$ cat config.mk
export PLATFORM = sky130hd
export DESIGN_NAME = rfc3339_timestamp_to_unix_ms
export DESIGN_NICKNAME = d
export VERILOG_FILES = /design/src/rtl/rfcts_pkg.sv /design/src/rtl/rfcts_parser.sv /design/src/rtl/rfcts_convert.sv /design/src/rtl/rfc3339_timestamp_to_unix_ms.sv
export SDC_FILE = /design/constraint.sdc
export NUM_CORES = 2
export LEC_CHECK = 0
export BUFFER_PORTS_ARGS = -buffer_cell sky130_fd_sc_hd__clkbuf_2
export CAP_MARGIN = 20
export CORE_MARGIN = 4
export CORE_UTILIZATION = 48
export CTS_BUF_LIST = sky130_fd_sc_hd__clkbuf_8
export DETAILED_ROUTE_END_ITERATION = 7
export PLACE_DENSITY_LB_ADDON = 0.25
export SETUP_SLACK_MARGIN = 0.5
export SLEW_MARGIN = 20
export SYNTH_ARGS = -nofsm -noshare
export SYNTH_HDL_FRONTEND = slang
export SYNTH_SLANG_ARGS = --single-unit
$ cat constraint.sdc
create_clock -name clk -period 7.5 [get_ports clk]
set_clock_uncertainty 0.2 [all_clocks]
set_input_delay 1.5 -clock clk [delete_from_list [all_inputs] [get_ports clk]]
set_output_delay 1.5 -clock clk [all_outputs]
set_load 0.02 [all_outputs]
$ cat src/rtl/rfcts_pkg.sv
// Shared types, character codes and calendar constants for the RFC 3339 timestamp parser.
// Depends on nothing; every other file of the block imports it.
package rfcts_pkg;

    localparam int CHAR_W  = 8;
    localparam int YEAR_W  = 14;
    localparam int FIELD_W = 7;
    localparam int FRAC_W  = 10;
    localparam int FDIG_W  = 2;
    localparam int MS_W    = 49;
    localparam int DAYS_W  = 23;

    localparam logic [CHAR_W-1:0] CH_TAB   = 8'h09;
    localparam logic [CHAR_W-1:0] CH_CR    = 8'h0D;
    localparam logic [CHAR_W-1:0] CH_SPACE = 8'h20;
    localparam logic [CHAR_W-1:0] CH_PLUS  = 8'h2B;
    localparam logic [CHAR_W-1:0] CH_DASH  = 8'h2D;
    localparam logic [CHAR_W-1:0] CH_DOT   = 8'h2E;
    localparam logic [CHAR_W-1:0] CH_ZERO  = 8'h30;
    localparam logic [CHAR_W-1:0] CH_NINE  = 8'h39;
    localparam logic [CHAR_W-1:0] CH_COLON = 8'h3A;
    localparam logic [CHAR_W-1:0] CH_T_UC  = 8'h54;
    localparam logic [CHAR_W-1:0] CH_Z_UC  = 8'h5A;
    localparam logic [CHAR_W-1:0] CH_T_LC  = 8'h74;
    localparam logic [CHAR_W-1:0] CH_Z_LC  = 8'h7A;

    localparam int HOUR_MAX   = 23;
    localparam int MINUTE_MAX = 59;
    localparam int SECOND_MAX = 59;
    localparam int MONTH_MAX  = 12;

    localparam int MIN_PER_HOUR      = 60;
    localparam int SEC_PER_MIN       = 60;
    localparam int MS_PER_SEC        = 1000;
    localparam int DAYS_PER_YEAR     = 365;
    localparam int YEAR_BIAS         = 400;
    localparam int DIV25_MUL         = 5243;
    localparam int DIV25_SHIFT       = 17;
    localparam int EPOCH_DAY_OFFSET  = 865565;

    localparam logic signed [MS_W-1:0] MS_PER_DAY = 49'sd86400000;
    localparam logic signed [MS_W-1:0] MS_MIN     = -49'sd62167305540000;
    localparam logic signed [MS_W-1:0] MS_MAX     = 49'sd253402387139999;

    typedef struct packed {
        logic               ok;
        logic [YEAR_W-1:0]  year;
        logic               cent_zero;
        logic [FIELD_W-1:0] month;
        logic [FIELD_W-1:0] day;
        logic [FIELD_W-1:0] hour;
        logic [FIELD_W-1:0] minute;
        logic [FIELD_W-1:0] second;
        logic [FRAC_W-1:0]  frac_ms;
        logic [FDIG_W-1:0]  frac_digits;
        logic               off_neg;
        logic [FIELD_W-1:0] off_hour;
        logic [FIELD_W-1:0] off_minute;
    } fields_t;

    function automatic logic [4:0] days_in_month(input logic [3:0] month, input logic leap);
        logic [4:0] days;
        unique case (month)
            4'd2:                    days = leap ? 5'd29 : 5'd28;
            4'd4, 4'd6, 4'd9, 4'd11: days = 5'd30;
            default:                 days = 5'd31;
        endcase
        return days;
    endfunction

    // Day of a year that starts on the first of March.
    function automatic logic [8:0] doy_of_month(input logic [3:0] month);
        logic [8:0] doy;
        unique case (month)
            4'd3:    doy = 9'd0;
            4'd4:    doy = 9'd31;
            4'd5:    doy = 9'd61;
            4'd6:    doy = 9'd92;
            4'd7:    doy = 9'd122;
            4'd8:    doy = 9'd153;
            4'd9:    doy = 9'd184;
            4'd10:   doy = 9'd214;
            4'd11:   doy = 9'd245;
            4'd12:   doy = 9'd275;
            4'd1:    doy = 9'd306;
            4'd2:    doy = 9'd337;
            default: doy = 9'd0;
        endcase
        return doy;
    endfunction

endpackage

$ cat src/rtl/rfcts_parser.sv
// Character scanner: layout checks and field accumulators, plus the snapshot register
// that hands the finished fields to the converter. Depends on rfcts_pkg.
module rfcts_parser (
    input  logic                          clk,
    input  logic                          rst_n,
    input  logic                          char_valid,
    output logic                          char_stall,
    input  logic [rfcts_pkg::CHAR_W-1:0]  character,
    input  logic                          last_char,
    input  logic                          snap_take,
    output logic                          snap_valid,
    output rfcts_pkg::fields_t            snap
);
    import rfcts_pkg::*;

    typedef enum logic [11:0] {
        PH_LEAD       = 12'b0000_0000_0001,
        PH_FIXED      = 12'b0000_0000_0010,
        PH_AFTER_SEC  = 12'b0000_0000_0100,
        PH_FRAC_FIRST = 12'b0000_0000_1000,
        PH_FRAC_MORE  = 12'b0000_0001_0000,
        PH_OFF_H1     = 12'b0000_0010_0000,
        PH_OFF_H2     = 12'b0000_0100_0000,
        PH_OFF_COLON  = 12'b0000_1000_0000,
        PH_OFF_M1     = 12'b0001_0000_0000,
        PH_OFF_M2     = 12'b0010_0000_0000,
        PH_DONE       = 12'b0100_0000_0000,
        PH_TRAIL      = 12'b1000_0000_0000
    } phase_t;

    localparam logic [4:0] POS_CENT_HI = 5'd2;
    localparam logic [4:0] POS_CENT_LO = 5'd3;
    localparam logic [4:0] POS_DASH1   = 5'd4;
    localparam logic [4:0] POS_DASH2   = 5'd7;
    localparam logic [4:0] POS_T       = 5'd10;
    localparam logic [4:0] POS_COLON1  = 5'd13;
    localparam logic [4:0] POS_COLON2  = 5'd16;
    localparam logic [4:0] POS_LAST    = 5'd18;

    function automatic logic [YEAR_W-1:0] dec_step(input logic [YEAR_W-1:0] acc,
                                                   input logic [3:0] digit);
        logic [YEAR_W+3:0] sum;
        sum = (YEAR_W+4)'(acc) * (YEAR_W+4)'(10) + (YEAR_W+4)'(digit);
        return sum[YEAR_W-1:0];
    endfunction

    phase_t             phase_reg, phase_next;
    logic [4:0]         pos_reg, pos_next, cur_pos;
    logic [YEAR_W-1:0]  year_reg, year_next;
    logic               cent_reg, cent_next;
    logic [FIELD_W-1:0] month_reg, month_next;
    logic [FIELD_W-1:0] day_reg, day_next;
    logic [FIELD_W-1:0] hour_reg, hour_next;
    logic [FIELD_W-1:0] minute_reg, minute_next;
    logic [FIELD_W-1:0] second_reg, second_next;
    logic [FRAC_W-1:0]  frac_reg, frac_next;
    logic [FDIG_W-1:0]  fdig_reg, fdig_next;
    logic               neg_reg, neg_next;
    logic [FIELD_W-1:0] ohour_reg, ohour_next;
    logic [FIELD_W-1:0] ominute_reg, ominute_next;
    logic               err_reg, err_next;
    logic               snap_valid_reg;
    fields_t            snap_reg, snap_next;

    logic       accept, snap_en;
    logic       is_ws, is_digit, is_zero, is_z, is_sign, zone;
    logic [3:0] digit;

    assign snap_en    = !snap_valid_reg || snap_take;
    assign char_stall = snap_valid_reg && !snap_take;
    assign accept     = char_valid && !char_stall;

    assign is_ws    = (character == CH_SPACE) || (character >= CH_TAB && character <= CH_CR);
    assign is_digit = (character >= CH_ZERO) && (character <= CH_NINE);
    assign is_zero  = (character == CH_ZERO);
    assign is_z     = (character == CH_Z_UC) || (character == CH_Z_LC);
    assign is_sign  = (character == CH_PLUS) || (character == CH_DASH);
    assign digit    = character[3:0];

    always_comb
    begin
        phase_next   = phase_reg;
        pos_next     = pos_reg;
        year_next    = year_reg;
        cent_next    = cent_reg;
        month_next   = month_reg;
        day_next     = day_reg;
        hour_next    = hour_reg;
        minute_next  = minute_reg;
        second_next  = second_reg;
        frac_next    = frac_reg;
        fdig_next    = fdig_reg;
        neg_next     = neg_reg;
        ohour_next   = ohour_reg;
        ominute_next = ominute_reg;
        err_next     = err_reg;
        cur_pos      = (phase_reg == PH_LEAD) ? 5'd0 : pos_reg;
        zone         = 1'b0;

        if (is_ws)
        begin
            if (phase_reg == PH_DONE || phase_reg == PH_TRAIL)
            begin
                phase_next = PH_TRAIL;
            end
            else if (phase_reg != PH_LEAD)
            begin
                err_next = 1'b1;
            end
        end
        else
        begin
            if (phase_reg == PH_LEAD)
            begin
                phase_next = PH_FIXED;
                pos_next   = 5'd0;
            end
            if (!err_reg)
            begin
                unique case (phase_reg)
                    PH_LEAD, PH_FIXED:
                    begin
                        if (cur_pos == POS_LAST)
                        begin
                            phase_next = PH_AFTER_SEC;
                        end
                        else
                        begin
                            phase_next = PH_FIXED;
                            pos_next   = cur_pos + 5'd1;
                        end
                        priority if (cur_pos == POS_DASH1 || cur_pos == POS_DASH2)
                        begin
                            err_next = err_reg || (character != CH_DASH);
                        end
                        else if (cur_pos == POS_T)
                        begin
                            err_next = (character != CH_T_UC) && (character != CH_T_LC);
                        end
                        else if (cur_pos == POS_COLON1 || cur_pos == POS_COLON2)
                        begin
                            err_next = (character != CH_COLON);
                        end
                        else if (!is_digit)
                        begin
                            err_next = 1'b1;
                        end
                        else if (cur_pos < POS_DASH1)
                        begin
                            year_next = dec_step(year_reg, digit);
                            if (cur_pos == POS_CENT_HI)
                            begin
                                cent_next = is_zero;
                            end
                            else if (cur_pos == POS_CENT_LO)
                            begin
                                cent_next = cent_reg && is_zero;
                            end
                        end
                        else if (cur_pos < POS_DASH2)
                        begin
                            month_next = FIELD_W'(dec_step(YEAR_W'(month_reg), digit));
                        end
                        else if (cur_pos < POS_T)
                        begin
                            day_next = FIELD_W'(dec_step(YEAR_W'(day_reg), digit));
                        end
                        else if (cur_pos < POS_COLON1)
                        begin
                            hour_next = FIELD_W'(dec_step(YEAR_W'(hour_reg), digit));
                        end
                        else if (cur_pos < POS_COLON2)
                        begin
                            minute_next = FIELD_W'(dec_step(YEAR_W'(minute_reg), digit));
                        end
                        else
                        begin
                            second_next = FIELD_W'(dec_step(YEAR_W'(second_reg), digit));
                        end
                    end
                    PH_AFTER_SEC:
                    begin
                        if (character == CH_DOT)
                        begin
                            phase_next = PH_FRAC_FIRST;
                        end
                        else
                        begin
                            zone = 1'b1;
                        end
                    end
                    PH_FRAC_FIRST, PH_FRAC_MORE:
                    begin
                        if (is_digit)
                        begin
                            if (fdig_reg != 2'd3)
                            begin
                                frac_next = FRAC_W'(dec_step(YEAR_W'(frac_reg), digit));
                                fdig_next = fdig_reg + 2'd1;
                            end
                            phase_next = PH_FRAC_MORE;
                        end
                        else if (phase_reg == PH_FRAC_FIRST)
                        begin
                            err_next = 1'b1;
                        end
                        else
                        begin
                            zone = 1'b1;
                        end
                    end
                    PH_OFF_H1, PH_OFF_H2:
                    begin
                        if (!is_digit)
                        begin
                            err_next = 1'b1;
                        end
                        else
                        begin
                            ohour_next = FIELD_W'(dec_step(YEAR_W'(ohour_reg), digit));
                            phase_next = (phase_reg == PH_OFF_H1) ? PH_OFF_H2 : PH_OFF_COLON;
                        end
                    end
                    PH_OFF_COLON:
                    begin
                        if (character == CH_COLON)
                        begin
                            phase_next = PH_OFF_M1;
                        end
                        else
                        begin
                            err_next = 1'b1;
                        end
                    end
                    PH_OFF_M1, PH_OFF_M2:
                    begin
                        if (!is_digit)
                        begin
                            err_next = 1'b1;
                        end
                        else
                        begin
                            ominute_next = FIELD_W'(dec_step(YEAR_W'(ominute_reg), digit));
                            phase_next   = (phase_reg == PH_OFF_M1) ? PH_OFF_M2 : PH_DONE;
                        end
                    end
                    PH_DONE, PH_TRAIL:
                    begin
                        err_next = 1'b1;
                    end
                    default:
                    begin
                        err_next = 1'b1;
                    end
                endcase

                if (zone)
                begin
                    if (is_z)
                    begin
                        phase_next = PH_DONE;
                    end
                    else if (is_sign)
                    begin
                        neg_next   = (character == CH_DASH);
                        phase_next = PH_OFF_H1;
                    end
                    else
                    begin
                        err_next = 1'b1;
                    end
                end
            end
        end
    end

    always_comb
    begin
        snap_next.ok          = !err_next && (phase_next == PH_DONE || phase_next == PH_TRAIL);
        snap_next.year        = year_next;
        snap_next.cent_zero   = cent_next;
        snap_next.month       = month_next;
        snap_next.day         = day_next;
        snap_next.hour        = hour_next;
        snap_next.minute      = minute_next;
        snap_next.second      = second_next;
        snap_next.frac_ms     = frac_next;
        snap_next.frac_digits = fdig_next;
        snap_next.off_neg     = neg_next;
        snap_next.off_hour    = ohour_next;
        snap_next.off_minute  = ominute_next;
    end

    // The scan state returns to its reset value after the final character of each item.
    always_ff @(posedge clk or negedge rst_n)
    begin
        if (!rst_n)
        begin
            phase_reg   <= PH_LEAD;
            pos_reg     <= '0;
            year_reg    <= '0;
            cent_reg    <= 1'b0;
            month_reg   <= '0;
            day_reg     <= '0;
            hour_reg    <= '0;
            minute_reg  <= '0;
            second_reg  <= '0;
            frac_reg    <= '0;
            fdig_reg    <= '0;
            neg_reg     <= 1'b0;
            ohour_reg   <= '0;
            ominute_reg <= '0;
            err_reg     <= 1'b0;
        end
        else if (accept)
        begin
            if (last_char)
            begin
                phase_reg   <= PH_LEAD;
                pos_reg     <= '0;
                year_reg    <= '0;
                cent_reg    <= 1'b0;
                month_reg   <= '0;
                day_reg     <= '0;
                hour_reg    <= '0;
                minute_reg  <= '0;
                second_reg  <= '0;
                frac_reg    <= '0;
                fdig_reg    <= '0;
                neg_reg     <= 1'b0;
                ohour_reg   <= '0;
                ominute_reg <= '0;
                err_reg     <= 1'b0;
            end
            else
            begin
                phase_reg   <= phase_next;
                pos_reg     <= pos_next;
                year_reg    <= year_next;
                cent_reg    <= cent_next;
                month_reg   <= month_next;
                day_reg     <= day_next;
                hour_reg    <= hour_next;
                minute_reg  <= minute_next;
                second_reg  <= second_next;
                frac_reg    <= frac_next;
                fdig_reg    <= fdig_next;
                neg_reg     <= neg_next;
                ohour_reg   <= ohour_next;
                ominute_reg <= ominute_next;
                err_reg     <= err_next;
            end
        end
    end

    always_ff @(posedge clk or negedge rst_n)
    begin
        if (!rst_n)
        begin
            snap_valid_reg <= 1'b0;
        end
        else if (snap_en)
        begin
            snap_valid_reg <= accept && last_char;
        end
    end

    always_ff @(posedge clk)
    begin
        if (snap_en && accept && last_char)
        begin
            snap_reg <= snap_next;
        end
    end

    assign snap_valid = snap_valid_reg;
    assign snap       = snap_reg;

    a_reset_after_last: assert property (@(posedge clk) disable iff (!rst_n)
        accept && last_char |=> phase_reg == PH_LEAD && !err_reg)
        else $error("scan state not cleared after the final character");

    a_error_sticky: assert property (@(posedge clk) disable iff (!rst_n)
        accept && !last_char && err_reg |=> err_reg)
        else $error("error flag dropped inside an item");

    a_snapshot_loaded: assert property (@(posedge clk) disable iff (!rst_n)
        accept && last_char |=> snap_valid)
        else $error("final character did not load the snapshot");

endmodule

$ cat src/rtl/rfcts_convert.sv
// Date check and conversion pipeline: field limits, Gregorian day count and
// signed Unix milliseconds, ending in the result register. Depends on rfcts_pkg.
module rfcts_convert (
    input  logic                               clk,
    input  logic                               rst_n,
    input  logic                               snap_valid,
    input  rfcts_pkg::fields_t                 snap,
    output logic                               snap_take,
    output logic                               res_valid,
    input  logic                               res_stall,
    output logic                               valid_res,
    output logic signed [rfcts_pkg::MS_W-1:0]  unix_ms
);
    import rfcts_pkg::*;

    localparam int Q4_W   = YEAR_W - 2;
    localparam int PROD_W = Q4_W + 13;
    localparam int Q100_W = 7;
    localparam int DOY_W  = 9;
    localparam int HM_W   = 13;
    localparam int DA_W   = 22;
    localparam int TM_W   = 15;
    localparam int TS_W   = 21;
    localparam int TMS_W  = 31;
    localparam int DSUM_W = DAYS_W + 1;

    typedef struct packed {
        logic               ok;
        logic [YEAR_W-1:0]  yy;
        logic [Q4_W-1:0]    q4;
        logic [Q100_W-1:0]  q100;
        logic [DOY_W-1:0]   doy;
        logic [HM_W-1:0]    hm;
        logic [HM_W-1:0]    off;
        logic               off_neg;
        logic [FIELD_W-1:0] sec;
        logic [FRAC_W-1:0]  ms;
    } st2_t;

    typedef struct packed {
        logic               ok;
        logic [DA_W-1:0]    days_a;
        logic [Q4_W-1:0]    days_b;
        logic [TM_W-1:0]    tod_min;
        logic [FIELD_W-1:0] sec;
        logic [FRAC_W-1:0]  ms;
    } st3_t;

    typedef struct packed {
        logic              ok;
        logic [DAYS_W-1:0] days;
        logic [TS_W-1:0]   tod_sec;
        logic [FRAC_W-1:0] ms;
    } st4_t;

    typedef struct packed {
        logic             ok;
        logic [MS_W-1:0]  day_ms;
        logic [TMS_W-1:0] tod_ms;
    } st5_t;

    st2_t st2_reg, st2_next;
    st3_t st3_reg, st3_next;
    st4_t st4_reg, st4_next;
    st5_t st5_reg, st5_next;
    logic st2_v_reg, st3_v_reg, st4_v_reg, st5_v_reg, res_valid_reg;
    logic valid_res_reg, valid_res_next;
    logic signed [MS_W-1:0] unix_ms_reg, unix_ms_next;
    logic en2, en3, en4, en5, en_out;

    logic              leap, feb;
    logic [4:0]        dim;
    logic [PROD_W-1:0] q100_prod;
    logic [HM_W-1:0]   hm_s1, off_s1;
    logic signed [TM_W-1:0]   hm_ext, off_ext;
    logic [DSUM_W-1:0]        days_sum;
    logic signed [TS_W-1:0]   tod_min_ext, sec_ext;
    logic signed [MS_W-1:0]   days_ext;
    logic signed [TMS_W-1:0]  tod_sec_ext, ms_ext;
    logic signed [MS_W-1:0]   sum_ms;

    assign en_out    = !res_valid_reg || !res_stall;
    assign en5       = !st5_v_reg || en_out;
    assign en4       = !st4_v_reg || en5;
    assign en3       = !st3_v_reg || en4;
    assign en2       = !st2_v_reg || en3;
    assign snap_take = en2;

    // Limits, leap year, the year split into quarter- and century-counts, day of year, minutes and scaled milliseconds.
    always_comb
    begin
        leap = (snap.year[1:0] == 2'd0) && (!snap.cent_zero || snap.year[3:2] == 2'd0);
        dim  = days_in_month(snap.month[3:0], leap);
        feb  = (snap.month <= FIELD_W'(2));

        st2_next.ok = snap.ok
            && snap.hour <= FIELD_W'(HOUR_MAX) && snap.minute <= FIELD_W'(MINUTE_MAX)
            && snap.second <= FIELD_W'(SECOND_MAX)
            && snap.off_hour <= FIELD_W'(HOUR_MAX) && snap.off_minute <= FIELD_W'(MINUTE_MAX)
            && snap.month >= FIELD_W'(1) && snap.month <= FIELD_W'(MONTH_MAX)
            && snap.day >= FIELD_W'(1) && snap.day <= FIELD_W'(dim);

        st2_next.yy   = snap.year + YEAR_W'(YEAR_BIAS) - YEAR_W'(feb);
        st2_next.q4   = st2_next.yy[YEAR_W-1:2];
        q100_prod     = PROD_W'(st2_next.q4) * PROD_W'(DIV25_MUL);
        st2_next.q100 = Q100_W'(q100_prod >> DIV25_SHIFT);
        st2_next.doy  = doy_of_month(snap.month[3:0]) + DOY_W'(snap.day) - DOY_W'(1);

        hm_s1  = HM_W'(snap.hour) * HM_W'(MIN_PER_HOUR) + HM_W'(snap.minute);
        off_s1 = HM_W'(snap.off_hour) * HM_W'(MIN_PER_HOUR) + HM_W'(snap.off_minute);
        st2_next.hm      = hm_s1;
        st2_next.off     = off_s1;
        st2_next.off_neg = snap.off_neg;
        st2_next.sec     = snap.second;

        unique case (snap.frac_digits)
            2'd0:    st2_next.ms = '0;
            2'd1:    st2_next.ms = FRAC_W'(14'(snap.frac_ms) * 14'd100);
            2'd2:    st2_next.ms = FRAC_W'(14'(snap.frac_ms) * 14'd10);
            default: st2_next.ms = snap.frac_ms;
        endcase
    end

    always_comb
    begin
        hm_ext  = $signed(TM_W'(st2_reg.hm));
        off_ext = $signed(TM_W'(st2_reg.off));

        st3_next.ok      = st2_reg.ok;
        st3_next.days_a  = DA_W'(st2_reg.yy) * DA_W'(DAYS_PER_YEAR) + DA_W'(st2_reg.doy);
        st3_next.days_b  = st2_reg.q4 - Q4_W'(st2_reg.q100) + Q4_W'(st2_reg.q100 >> 2);
        st3_next.tod_min = st2_reg.off_neg ? hm_ext + off_ext : hm_ext - off_ext;
        st3_next.sec     = st2_reg.sec;
        st3_next.ms      = st2_reg.ms;
    end

    always_comb
    begin
        days_sum = DSUM_W'(st3_reg.days_a) + DSUM_W'(st3_reg.days_b)
                 - DSUM_W'(EPOCH_DAY_OFFSET);
        tod_min_ext = TS_W'($signed(st3_reg.tod_min));
        sec_ext     = $signed(TS_W'(st3_reg.sec));

        st4_next.ok      = st3_reg.ok;
        st4_next.days    = days_sum[DAYS_W-1:0];
        st4_next.tod_sec = tod_min_ext * TS_W'(SEC_PER_MIN) + sec_ext;
        st4_next.ms      = st3_reg.ms;
    end

    always_comb
    begin
        days_ext    = MS_W'($signed(st4_reg.days));
        tod_sec_ext = TMS_W'($signed(st4_reg.tod_sec));
        ms_ext      = $signed(TMS_W'(st4_reg.ms));

        st5_next.ok     = st4_reg.ok;
        st5_next.day_ms = days_ext * MS_PER_DAY;
        st5_next.tod_ms = tod_sec_ext * TMS_W'(MS_PER_SEC) + ms_ext;
    end

    always_comb
    begin
        sum_ms         = $signed(st5_reg.day_ms) + MS_W'($signed(st5_reg.tod_ms));
        valid_res_next = st5_reg.ok;
        unix_ms_next   = st5_reg.ok ? sum_ms : '0;
    end

    always_ff @(posedge clk or negedge rst_n)
    begin
        if (!rst_n)
        begin
            st2_v_reg     <= 1'b0;
            st3_v_reg     <= 1'b0;
            st4_v_reg     <= 1'b0;
            st5_v_reg     <= 1'b0;
            res_valid_reg <= 1'b0;
        end
        else
        begin
            if (en2)
            begin
                st2_v_reg <= snap_valid;
            end
            if (en3)
            begin
                st3_v_reg <= st2_v_reg;
            end
            if (en4)
            begin
                st4_v_reg <= st3_v_reg;
            end
            if (en5)
            begin
                st5_v_reg <= st4_v_reg;
            end
            if (en_out)
            begin
                res_valid_reg <= st5_v_reg;
            end
        end
    end

    always_ff @(posedge clk)
    begin
        if (en2)
        begin
            st2_reg <= st2_next;
        end
        if (en3)
        begin
            st3_reg <= st3_next;
        end
        if (en4)
        begin
            st4_reg <= st4_next;
        end
        if (en5)
        begin
            st5_reg <= st5_next;
        end
        if (en_out)
        begin
            valid_res_reg <= valid_res_next;
            unix_ms_reg   <= unix_ms_next;
        end
    end

    assign res_valid = res_valid_reg;
    assign valid_res = valid_res_reg;
    assign unix_ms   = unix_ms_reg;

    a_zero_when_invalid: assert property (@(posedge clk) disable iff (!rst_n)
        res_valid && !valid_res |-> unix_ms == '0)
        else $error("nonzero time on an invalid result");

    a_stall_only_when_full: assert property (@(posedge clk) disable iff (!rst_n)
        snap_valid && !snap_take |-> st2_v_reg && st3_v_reg && st4_v_reg && st5_v_reg
                                     && res_valid_reg && res_stall)
        else $error("snapshot held while the pipeline has a free stage");

    a_time_in_range: assert property (@(posedge clk) disable iff (!rst_n)
        res_valid && valid_res |-> unix_ms >= MS_MIN && unix_ms <= MS_MAX)
        else $error("valid time outside the representable calendar range");

endmodule

$ cat src/rtl/rfc3339_timestamp_to_unix_ms.sv
// RFC 3339 timestamp to signed Unix milliseconds; built from rfcts_parser and rfcts_convert.
// Throughput: one character per cycle while char_stall is low, including back-to-back timestamps.
// The final character is taken into the snapshot register; the result then passes through five stages
// (st2, st3, st4, st5 and the result register), set by the day-count and millisecond products.
// Reset (rst_n low, asynchronous) clears the scan state and all stage valid flags.
module rfc3339_timestamp_to_unix_ms (
    input  logic                               clk,
    input  logic                               rst_n,
    input  logic                               char_valid,
    output logic                               char_stall,
    input  logic [rfcts_pkg::CHAR_W-1:0]       character,
    input  logic                               last_char,
    output logic                               res_valid,
    input  logic                               res_stall,
    output logic                               valid_res,
    output logic signed [rfcts_pkg::MS_W-1:0]  unix_ms
);
    import rfcts_pkg::*;

    fields_t snap;
    logic    snap_valid;
    logic    snap_take;

    rfcts_parser u_parser (
        .clk        (clk),
        .rst_n      (rst_n),
        .char_valid (char_valid),
        .char_stall (char_stall),
        .character  (character),
        .last_char  (last_char),
        .snap_take  (snap_take),
        .snap_valid (snap_valid),
        .snap       (snap)
    );

    rfcts_convert u_convert (
        .clk        (clk),
        .rst_n      (rst_n),
        .snap_valid (snap_valid),
        .snap       (snap),
        .snap_take  (snap_take),
        .res_valid  (res_valid),
        .res_stall  (res_stall),
        .valid_res  (valid_res),
        .unix_ms    (unix_ms)
    );

endmodule
==> summary.md <==
| Metric | Value |
|---|---|
| Asr flop ratio synth | `0.200` |
| DR iter-0 viols | `1,399` |
| CTS root buf | `clkbuf_8` |
| FF-to-FF setup slack | `-0.09 ns` |
| Area growth syn-to-layout | `9.63%` |
| Die area | `0.105 sq mm` |
| Min-delay src | `u_convert.st3_reg[8]` |
| Most common cell after layout, fill and taps aside | `inv_1` |
| Number of synthesis warnings | `0` |
| Clock latency at the later pin of the worst-skew pair | `0.71 ns` |
| Initial Utilization | `0.486` |
| GPL Wtd Cong | `0.848` |
| # port buffers | `64` |
| # nets final | `5,806` |
| Core Region | `0.0989 sq mm` |
| Crit path required time | `7.74 ns` |
| F_max | `132 MHz` |
| Most frequent cells in the layout | `inv_1, ha_1, edfxtp_1` |
| Cell Area, Placed | `0.0502 sq mm` |
| GRT Max-Usage Layer | `met2` |
| Met1 Usage GRT | `0.238` |
| Worst setup path startpoint | `u_parser.snap[61]` |
| Fin crit share | `1.01` |
| Critical Path AT | `7.83 ns` |
| Fraction of layout cells with a size suffix above 1 | `0.0898` |
| CP Class | `flop to flop` |
| CTS Buf Count | `89` |
| Tot GR Track Use | `0.176` |
| Drt drc | `0` |
| Post-layout util | `0.533` |
| Slowest cell on crit path | `fa_1` |
| Biggest area consumer among synthesized cells | `edfxtp_1` |
| Global route overflow | `0` |
| Slew @ Worst Pin | `1.03 ns` |
| Rows | `115` |
| Hold WC Path Type | `flop to flop` |
| Place WS | `-0.0450 ns` |
| H-tree lvl count | `3` |
| Max_slew headroom | `0.308` |
| Die W | `324 microns` |
| Status | `finished with violations` |
| Fin area | `0.0527 sq mm` |
| Primary FF master, synth | `edfxtp_1` |
| Clock Path Buffers | `3` |
| Number of flops mapped to enable cells by yosys | `396` |
| Max reg flops | `78` |
| CTS tree | `yes` |
| Synth top area share | `0.247` |
| Final setup vio count | `2` |
| Finished Layout Cells | `6,023` |
| Largest net degree at the start of global routing | `84` |
| Final antenna-violating net count | `0` |
| Post-synth cell types | `91` |
| Critical-path maximum fanout | `2` |
| Maxcap violations | `0` |
| Clk sinks | `506` |
| HPWL reported at the end of detailed placement | `72.5 mm` |
| Placed insts | `5,813` |
| CP dominant cell by count | `fa_1` |
| Hold Vio Cnt, Final | `0` |
| Met2 usage in global routing | `0.303` |
| Synthesis-stage register bit count | `506` |
| Vias in the first global route | `31,900` |
| WL/cell | `15.2 microns` |
| Final WL | `91.5 mm` |
| Wire length of the first global-routing pass | `156 mm` |
| RSZ-0062 raised after global routing | `yes` |
| Initial antenna violation count | `1` |
| Vias/cell | `5.15` |
| CP max stage delay | `0.59 ns` |
| First-pass DRT Iterations | `5` |
| Violated checks | `negative setup slack` |
| Avg Inst Size Synth | `10.7 sq um` |
| Reg2reg start | `u_parser.snap[61]` |
| # IOs | `65` |
| Die height | `324 microns` |
| Synth area leaders | `edfxtp_1, ha_1, fa_1` |
| Startpoint Class | `flop` |
| Synthesized area | `0.0480 sq mm` |
| Post-synthesis cell count | `4,479` |
| Slew Limit Fails | `0` |
| Crit. End Element | `flop` |
| Global Route met3 Usage | `0.0218` |
| Post-layout min period | `7.59 ns` |
| Fraction of the yosys area taken by sequential cells | `0.304` |
| Mapped Nets | `5,624` |
| Fin worst setup slack | `-0.0886 ns` |
| Clock Pin Slew Worst Setup and Hold Paths | `0.06 ns` |
| Vias | `31,000` |
worst max-delay path, delay by kind of cell, from the launching register on:
family / cells / cell delay [ns]
fa+ha+maj: 8 / 3.24
simple gates: 3 / 0.62
compound gates: 13 / 2.28
flops: 1 / 0.36
buf+inv: 4 / 0.38
xor+xnor: 2 / 0.26
repair_timing:
item	4_1_cts	5_1_grt
hold buffers	0	0
setup endpoints to repair	7	8
pin swaps	11	37
setup buffers	36	8
gates cloned	0	0
resized for setup	24	52
cell type report:
class / count / area (sq um)
inverters: 803 / 3020
fillers: 8636 / 46200
diodes: 1 / 2.50
multi-input cells: 3115 / 30500
flip-flops and latches: 506 / 14600
repair buffers: 146 / 1070
well taps: 1287 / 1610
clock buffers: 100 / 1380
clock inverters: 65 / 465
kinds of logic (layout without fill, tap and decap cells):
| logic type | count (synthesis) | count (layout) | share of synthesized area |
|---|---|---|---|
| xor+xnor | 382 | 382 | 0.0696 |
| flops | 506 | 506 | 0.304 |
| compound gates | 798 | 798 | 0.108 |
| mux | 63 | 63 | 0.0151 |
| buf+inv | 858 | 1114 | 0.0675 |
| other cells | 0 | 1 | 0 |
| fa+ha+maj | 1132 | 1132 | 0.357 |
| simple gates | 740 | 740 | 0.0793 |
final timing paths:
path	endpoint	cells past startpoint
max in group asynchronous	u_convert.res_valid	2
min in group asynchronous	u_parser.year_reg[7]	1
worst min register to register	u_convert.ms_ext[8]	0
worst max register to register	u_convert.st2_reg[59]	30
worst min-delay path	u_convert.ms_ext[8]	0
worst max-delay path	u_convert.st2_reg[59]	30
synthesized netlist by cell type, types with 12 or more instances:
cell type  instances
mux2i_1           13
o31ai_1           16
mux2_2            42
a22o_1            78
nor3_1            45
edfxtp_1         396
nand2_1          174
a21o_1            77
and3_1            22
a211oi_1          19
xnor2_1          282
o21a_1            27
nor2b_1           49
a31oi_1           18
or2_2             14
nand4_1           21
nor3b_1           17
clkbuf_1          43
a21oi_1          234
or3_1             17
xor2_1           100
ha_1             736
nor2_1           176
o211ai_1          22
o21ai_0          165
nand3_1           51
fa_1             396
inv_1            803
a21boi_0          18
nand2b_1          42
nor4_1            12
dfrtp_1          100
o21bai_1          39
and2_1            49
per-layer routing:
| metal | vias up | routed length [microns] |
|---|---|---|
| met5 | - | 0 |
| met4 | 0 | 1930 |
| met3 | 130 | 2710 |
| met2 | 384 | 43800 |
| met1 | 14800 | 43100 |
| li1 | 15600 | - |
through the flow:
| stage | hold slack (ns) | TNS, ns |
|---|---|---|
| 2_1_floorplan | 0.200 | 0 |
| 3_3_place_gp | 0.201 | 0 |
| 3_5_place_dp | 0.205 | -0.0450 |
| 4_1_cts | 0.213 | -0.0149 |
| 5_1_grt | 0.222 | -1.93 |
| 6_report | 0.213 | -0.125 |
Power is left out: the tool's default activity adds up to more than one toggle a clock period on the data nets, which glitch-free logic cannot reach.
